## config.mk

```make
export PLATFORM = sky130hd
export DESIGN_NAME = lru_voice_allocator
export DESIGN_NICKNAME = d
export VERILOG_FILES = /design/src/rtl/lva_pkg.sv /design/src/rtl/lva_ctrl.sv /design/src/rtl/lva_datapath.sv /design/src/rtl/lru_voice_allocator.sv
export SDC_FILE = /design/constraint.sdc
export NUM_CORES = 1
export LEC_CHECK = 0
export ABC_AREA = 0
export BUFFER_PORTS_ARGS = -buffer_cell sky130_fd_sc_hd__buf_4
export CORE_MARGIN = 1.5
export CORE_UTILIZATION = 46
export CTS_CLUSTER_SIZE = 28
export DETAILED_ROUTE_END_ITERATION = 12
export SYNTH_ARGS = -nofsm -noshare
export SYNTH_HDL_FRONTEND = slang
export SYNTH_SLANG_ARGS = --single-unit
export TNS_END_PERCENT = 100
```

## constraint.sdc

```tcl
create_clock -name i_clk -period 7.5 [get_ports i_clk]
set_clock_uncertainty 0.15 [all_clocks]
set_input_delay 0.375 -clock i_clk [delete_from_list [all_inputs] [get_ports i_clk]]
set_output_delay 0.375 -clock i_clk [all_outputs]
set_load 0.02 [all_outputs]
```

## src/rtl/lva_pkg.sv

```systemverilog
package lva_pkg;

    // Event opcodes
    localparam logic OP_NOTE_OFF = 1'b0;
    localparam logic OP_NOTE_ON  = 1'b1;

    // Result action codes
    localparam logic [1:0] ACT_START   = 2'd0;
    localparam logic [1:0] ACT_RETRIG  = 2'd1;
    localparam logic [1:0] ACT_RELEASE = 2'd2;
    localparam logic [1:0] ACT_NONE    = 2'd3;

    typedef struct packed {
        logic       opcode;
        logic [3:0] event_chan;
        logic [6:0] note_code;
    } t_in_item;

    typedef struct packed {
        logic [3:0] voice_index;
        logic [1:0] action;
        logic [3:0] out_channel;
        logic [6:0] out_note;
    } t_out_item;

    // Controller to datapath commands
    typedef struct packed {
        logic capture;
        logic lookup;
        logic commit;
    } t_dp_cmd;

endpackage

```

## src/rtl/lva_ctrl.sv

```systemverilog
module lva_ctrl (
    input  logic             i_clk,
    input  logic             i_rst_n,
    input  logic             i_in_valid,
    output logic             o_in_ready,
    output logic             o_out_valid,
    input  logic             i_out_ready,
    output lva_pkg::t_dp_cmd o_cmd
);
    import lva_pkg::*;

    localparam logic [1:0] S_IDLE   = 2'd0;
    localparam logic [1:0] S_LOOKUP = 2'd1;
    localparam logic [1:0] S_COMMIT = 2'd2;

    logic [1:0] r_state, n_state;
    logic       r_out_valid, n_out_valid;
    logic       slot_free;

    // Result register can take a new result when empty or being drained
    assign slot_free = !r_out_valid || i_out_ready;

    assign o_in_ready   = (r_state == S_IDLE);
    assign o_out_valid  = r_out_valid;
    assign o_cmd.capture = i_in_valid && (r_state == S_IDLE);
    assign o_cmd.lookup  = (r_state == S_LOOKUP);
    assign o_cmd.commit  = (r_state == S_COMMIT) && slot_free;

    // Advance through lookup and commit for each event
    always_comb begin
        n_state = r_state;
        unique case (r_state)
            S_IDLE: begin
                if (i_in_valid) n_state = S_LOOKUP;
            end
            S_LOOKUP: n_state = S_COMMIT;
            S_COMMIT: begin
                if (slot_free) n_state = S_IDLE;
            end
            default: n_state = S_IDLE;
        endcase
    end

    // Set on commit, drop on transfer
    always_comb begin
        n_out_valid = r_out_valid;
        if (o_cmd.commit) begin
            n_out_valid = 1'b1;
        end else if (i_out_ready) begin
            n_out_valid = 1'b0;
        end
    end

    always_ff @(posedge i_clk) begin
        if (!i_rst_n) begin
            r_state     <= S_IDLE;
            r_out_valid <= 1'b0;
        end else begin
            r_state     <= n_state;
            r_out_valid <= n_out_valid;
        end
    end

endmodule

```

## src/rtl/lva_datapath.sv

```systemverilog
module lva_datapath #(
    parameter int VOICE_COUNT = 10
) (
    input  logic              i_clk,
    input  logic              i_rst_n,
    input  lva_pkg::t_dp_cmd  i_cmd,
    input  lva_pkg::t_in_item i_in_item,
    output lva_pkg::t_out_item o_out_item
);
    import lva_pkg::*;

    localparam int IW = $clog2(VOICE_COUNT);

    t_in_item            r_evt;
    t_out_item           r_result;
    logic [VOICE_COUNT-1:0] r_hit_vec;
    logic [VOICE_COUNT-1:0] r_voice_valid;
    logic [6:0]          r_voice_note [VOICE_COUNT];
    logic [3:0]          r_voice_chan [VOICE_COUNT];
    logic [IW-1:0]       r_lru [VOICE_COUNT];

    logic                hit_any;
    logic [IW-1:0]       hit_idx;
    logic [IW-1:0]       head;
    logic [IW-1:0]       act_idx;
    logic [IW+3:0]       act_idx_ext;
    logic [IW-1:0]       lru_promo [VOICE_COUNT];
    logic [IW-1:0]       lru_rot [VOICE_COUNT];
    logic                seen;
    t_out_item           n_result;

    assign o_out_item = r_result;
    assign head       = r_lru[0];
    assign hit_any    = |r_hit_vec;

    // Lowest matching voice wins
    always_comb begin
        hit_idx = '0;
        for (int v = VOICE_COUNT - 1; v >= 0; v--) begin
            if (r_hit_vec[v]) hit_idx = IW'(v);
        end
    end

    // Promote the hit voice to the recent end; rotate for a fresh allocation
    always_comb begin
        seen = 1'b0;
        for (int k = 0; k < VOICE_COUNT - 1; k++) begin
            if (r_lru[k] == hit_idx) seen = 1'b1;
            lru_promo[k] = seen ? r_lru[k+1] : r_lru[k];
            lru_rot[k]   = r_lru[k+1];
        end
        lru_promo[VOICE_COUNT-1] = hit_idx;
        lru_rot[VOICE_COUNT-1]   = head;
    end

    // Build the result; a hit or a new load both hold the event's channel and note
    always_comb begin
        act_idx     = (r_evt.opcode == OP_NOTE_ON && !hit_any) ? head : hit_idx;
        act_idx_ext = {4'b0000, act_idx};
        n_result.voice_index = act_idx_ext[3:0];
        n_result.out_channel = r_evt.event_chan;
        n_result.out_note    = r_evt.note_code;
        if (r_evt.opcode == OP_NOTE_ON) begin
            n_result.action = hit_any ? ACT_RETRIG : ACT_START;
        end else if (hit_any) begin
            n_result.action = ACT_RELEASE;
        end else begin
            n_result.action      = ACT_NONE;
            n_result.voice_index = '0;
            n_result.out_channel = '0;
            n_result.out_note    = '0;
        end
    end

    // Hold the event and the match vector between steps
    always_ff @(posedge i_clk) begin
        if (i_cmd.capture) r_evt <= i_in_item;
        if (i_cmd.lookup) begin
            for (int v = 0; v < VOICE_COUNT; v++) begin
                r_hit_vec[v] <= r_voice_valid[v]
                    && (r_voice_note[v] == r_evt.note_code)
                    && (r_voice_chan[v] == r_evt.event_chan);
            end
        end
        if (i_cmd.commit) r_result <= n_result;
    end

    // Voice table and recency order
    always_ff @(posedge i_clk) begin
        if (!i_rst_n) begin
            r_voice_valid <= '0;
            for (int k = 0; k < VOICE_COUNT; k++) begin
                r_lru[k] <= IW'(k);
            end
        end else if (i_cmd.commit && r_evt.opcode == OP_NOTE_ON) begin
            if (hit_any) begin
                r_lru <= lru_promo;
            end else begin
                r_lru                <= lru_rot;
                r_voice_valid[head]  <= 1'b1;
                r_voice_note[head]   <= r_evt.note_code;
                r_voice_chan[head]   <= r_evt.event_chan;
            end
        end
    end

endmodule

```

## src/rtl/lru_voice_allocator.sv

```systemverilog
// Assigns synthesizer voices to note events using a least-recently-used order.
// Each accepted event produces exactly one result. An event is taken in the
// idle state, its match against all held voices is registered in the lookup
// state, and the voice table, recency list and result register are updated in
// the commit state, which waits while a previous result is still unread. A note
// off that matches a voice reports release but leaves the voice able to be
// retriggered; one with no match reports no action with all other fields zero.
module lru_voice_allocator #(
    parameter int VOICE_COUNT = 10
) (
    input  logic               i_clk,
    input  logic               i_rst_n,
    input  logic               i_in_valid,
    output logic               o_in_ready,
    input  lva_pkg::t_in_item  i_in_item,
    output logic               o_out_valid,
    input  logic               i_out_ready,
    output lva_pkg::t_out_item o_out_item
);
    import lva_pkg::*;

    t_dp_cmd cmd;

    lva_ctrl u_ctrl (
        .i_clk       (i_clk),
        .i_rst_n     (i_rst_n),
        .i_in_valid  (i_in_valid),
        .o_in_ready  (o_in_ready),
        .o_out_valid (o_out_valid),
        .i_out_ready (i_out_ready),
        .o_cmd       (cmd)
    );

    lva_datapath #(
        .VOICE_COUNT (VOICE_COUNT)
    ) u_datapath (
        .i_clk      (i_clk),
        .i_rst_n    (i_rst_n),
        .i_cmd      (cmd),
        .i_in_item  (i_in_item),
        .o_out_item (o_out_item)
    );

endmodule

```

# [Word-level counts from Yosys, hierarchy flattened]
# Memory sizes are Yosys's and may differ from the RTL's.
# Index checks and enable logic that the tools add are counted.
[totals] register_bits=92 latchBits=0 ram_bits=110 romBits=0 elab_cells=159 mem_count=2
[op_classes] addsub=0 mul=0 div_mod_pow=0 magnitude_cmp=2 n_eq_ne=42 shift=0 n_mux=48 bitwise=2 n_reduce_logical=42
[memory_table] memory="u_datapath.r_voice_note" words=10 word_bits=7 read_ports=10 rd_clocked_by_memory_dff=0 write_ports=1 line_no="lva_datapath.sv:18" text="logic [6:0] r_voice_note [VOICE_COUNT];"
[memory_table] memory="u_datapath.r_voice_chan" words=10 word_bits=4 read_ports=10 rd_clocked_by_memory_dff=0 write_ports=1 line_no="lva_datapath.sv:19" text="logic [3:0] r_voice_chan [VOICE_COUNT];"
[ops] op="4-bit 2-to-1 mux" n=22
[ops] op="4-bit == test" n=19
[ops] op="7-bit == test" n=10
[ops] op="40-bit 2-to-1 mux" n=1
[ops] op="1-bit logical AND" n=25
[ops] op="11-bit 2-to-1 mux" n=2
[ops] op="2-bit AND reduction" n=11
[ops] op="2-bit inequality test (second input constant)" n=10
[ops] op="1-bit 2-to-1 mux" n=18
[ops] op="10-bit bitwise OR" n=1
[ops] op="10-bit OR reduction" n=1
[ops] op="2-bit 2-to-1 mux" n=3
[ops] op="2-bit one-hot mux with 3 select lines" n=1
[ops] op="4-bit by 5-bit less-than comparator with 1-bit output (second input constant)" n=1
[ops] op="1-bit demux with 4-bit select" n=1
[ops] op="4-bit by 1-bit >= comparator with 1-bit output (second input constant)" n=1
[ops] op="2-bit by 1-bit == test with 1-bit output (second input constant)" n=1
[ops] op="2-bit == test (second input constant)" n=1
[ops] op="1-bit logical NOT" n=2
[ops] op="2-bit logical NOT" n=1
[ops] op="2-bit by 1-bit inequality test with 1-bit output (second input constant)" n=1
[ops] op="2-bit nonzero test" n=1
[ops] op="1-bit logical OR" n=1
[ops] op="1-bit inverter" n=1

# [Depth between registers and ports, before layout]
[logic_depth] word_depth=22 ltp_mapped=11 mapped_depth_nobuf=9

# [Modules after synthesis]
# Synthesis repeated with hierarchy kept, for this count alone.
[hier_totals] cells_unflattened=717 area_unflattened_um2=9111.2
[modules_own_cells] module="lva_datapath" instances=1 cells_each=703 area_each_um2=8964.8 seq_area_each_um2=5475.3
[modules_own_cells] module="lva_ctrl" instances=1 cells_each=14 area_each_um2=146.4 seq_area_each_um2=60.1

# [Least setup slack after synthesis]
# OpenSTA, ideal clock, no wires.
[synth_path] path_kind="input to register" start="input port i_out_ready" end="memory u_datapath.r_voice_chan[1][0], enable pin" setup_time_ns=0.396 t_arrival_ns=3.151 required_time_ns=6.954 path_slack_ns=3.804 cell_stages=7 path_cell_list="nand2b_1 nor2b_1 and2_0 nand2_1 nor3b_1 nand2_1 nor3_1"
[synth_rtl] element="start: declaration" line_no="lru_voice_allocator.sv:17" text="input logic i_out_ready,"
[synth_rtl] element="end: declaration" line_no="lva_datapath.sv:19"

==> metrics <==
status finished, final reports clean; WP data arrival between 4 and 5 ns; Cell Area, Synth around 8700 um^2; Req. time, crit path between 7 and 8 ns; PortBufs 34; met3 Track Usage GR under 10%; async set-reset flop share out of synthesis 0%; core area roughly 19000 um^2; Ys Warns 0; Slew Viols, Final 0; pin count of the biggest net entering global routing 67; Final min period a little over 4 ns; Reg clk slew, reported paths ~0.060 ns; Reg2Reg Depth 7; Setup crit start u_ctrl.r_state[0]; crit-path max FO 19; via count approximately 5.2k; predominant post-synthesis flop cell edfxtp_1; Worst setup endpoint u_datapath.r_voice_note[5][3]; hold path depth 3; count of cell types in the netlist 58; final hold vios 0; WL final between 15000 and 20000 um; layout cells sized above 1 between 10% and 20%; number of remaining DRC errors 0; P&R area growth vs syn 17.0%; Pre-antenna DRT Iters 4; Syn Inst Count around 670; DP HPWL 11200 um; worst skew pair latency ~0.52 ns; Reg-to-Reg Start u_ctrl.r_state[0]; DRT antenna net count 0; Num Clock Sinks a little over 200; most common cell after layout, fill and taps aside edfxtp_1; count of state elements after synthesis about 200; CP endpoint kind flip-flop; leak pwr 0.00343 uW; part of the cycle the worst path needs approximately 54%; die width approximately 140 um; Root Buffer clkbuf_16; startpoint types flip-flop; Sum Neg Setup Slack 0 ns; clock buffer depth 3; Filler cells 1565; met1 GRT Util 23.5%; commonest non-fill, non-tap cells in the layout edfxtp_1, xnor2_1, dfxtp_1; starting density of the core 46.8%; Num CTS Buffers 23; synthesized area per cell roughly 13 um^2; initial antenna violation count 0; Final nets 740; WS Path Type flip-flop to flip-flop; GRT met2 Usage around a third; io pins 35; Fmax between 200 and 250 MHz; syn nets between 600 and 700; Final Setup Violations 0; post-detailed-route wirelength per cell between 15 and 20 um; Post-synth EDFFs ~150; die area between 15000 and 20000 um^2; reg-to-reg slack, setup roughly 3.4 ns; setup bufs post-CTS 0; diode count 0; post-layout util 54.7%; Multi-input gate area 3050 um^2; post-DR vias/cell roughly 5.4; Crit Reg-Reg Endpoint u_datapath.r_voice_note[5][3]; row count 50; GP Congestion about 0.8; maximum capacitance violations 0; relative slew slack around 28%; Power per Cell Area 250 nW/um^2; H-Tree Level Count 1; Remaining Overflow, GRT 0; most used routing layer met2; HP Class input pin to flip-flop; sequential cell area fraction in the yosys report between 60% and 70%; RSZ-0062 raised after global routing no; register area around 5500 um^2; vias in the first global route 5348; drt initial violations roughly 280; Worst-Margin Slew about 1.1 ns; first-pass GRT wire length between 20000 and 30000 um; VDD IR max around 0.16 mV; Die Y between 100 and 150 um; CTS tree yes; worst hold margin ~0.042 ns; overall routing resource usage 18.4%
[worst max-delay path, cell delays in order (launching register included)]
cell      delay, ns
dfxtp_1        0.32
nand2b_1       0.18
nor2b_2        0.75
and2_0         0.80
nand2_1        0.25
nor3b_1        0.30
nand2_1        0.15
nor2_1         0.76
[metal layers]
metal / routed length (um) / vias up
li1: - / 2533
met1: 7870 / 2563
met2: 8900 / 88
met3: 524 / 39
met4: 499 / 0
met5: 0 / -
[state kept, by name, indices dropped and copies added, names as in the netlist]
| register | count |
|---|---|
| u_datapath.r_voice_note | 70 |
| u_datapath.r_voice_chan | 40 |
| u_datapath.lru_rot | 36 |
| u_datapath.o_out_item | 17 |
| u_datapath.r_evt | 12 |
| u_datapath.r_hit_vec | 10 |
| u_datapath.r_voice_valid | 10 |
| u_datapath.head | 4 |
| u_ctrl.r_state | 2 |
| u_ctrl.o_out_valid | 1 |
[cell usage after synthesis (3+ instances only)]
cell,instances,share of area [%]
a31oi_1,6,0.43
nand4_1,32,2.3
xor2_1,11,1.1
nor2_1,25,1.1
edfxtp_1,149,51
o21ai_0,19,1.1
a21o_1,12,1.0
nor4b_1,4,0.40
and2_1,6,0.43
and3_1,3,0.22
inv_1,8,0.34
nand2b_1,7,0.50
nor3_1,23,1.3
buf_1,9,0.39
nand3_1,11,0.63
mux2i_1,23,2.6
dfxtp_1,53,12
clkbuf_1,15,0.65
nor2b_1,22,1.6
a21boi_0,5,0.43
o32ai_1,6,0.60
nand2_1,44,1.9
a21oi_1,13,0.75
o31ai_4,3,0.73
xnor2_1,115,12
[through the flow]
step	instances	total power (uW)	setup WS [ns]	instance area, um^2
2_1_floorplan	666	1340	3.80	8720
3_3_place_gp	919	1380	3.33	9260
3_5_place_dp	919	1380	3.23	9260
4_1_cts	974	2580	3.37	10200
5_1_grt	974	2630	3.05	10200
6_report	974	2550	3.43	10200
[timing repair]
item,4_1_cts,5_1_grt
hold buffers,13,0
gates resized for setup,0,0
endpoints found under the hold margin,13,0
[power by group]
group	internal (uW)	leakage [uW]	total, uW	switching (uW)
sequential	1210	0.00179	1230	16.5
combinational	56.0	0.00124	132	75.5
clock	741	0.000401	1190	452
[area by class of cell]
class	count	share of cell area [%]
flip-flops and latches	202	54.2
multi-input cells	427	29.8
clock buffers	26	5.75
repair buffers	61	4.81
well taps	234	2.87
clock inverters	16	2.21
inverters	8	0.294
[cell families after synthesis]
group,Yosys count,share of synthesized area (%)
AO/OA/AOI/OAI,82,7.12
AND/OR/NAND/NOR,194,12.1
XOR/XNOR,126,12.7
adder cells (fa/ha/maj),1,0.143
multiplexers,24,2.77
buffers and inverters,37,1.69
flip-flops,202,63.5
[how the worst min path moves through the flow]
stage | from | end | slack (ns)
after detailed placement | u_datapath.r_voice_valid[7] | u_datapath.r_voice_valid[7] | 0.29
after global placement | u_datapath.r_voice_valid[2] | u_datapath.r_voice_valid[2] | 0.28
final | i_out_ready | u_ctrl.o_out_valid | 0.04
after floorplan | u_datapath.r_voice_valid[0] | u_datapath.r_voice_valid[0] | 0.28
after global routing | i_out_ready | u_ctrl.o_out_valid | 0.05
after CTS | i_out_ready | u_ctrl.o_out_valid | 0.02
No activity file was read; power rests on OpenSTA's default activity.
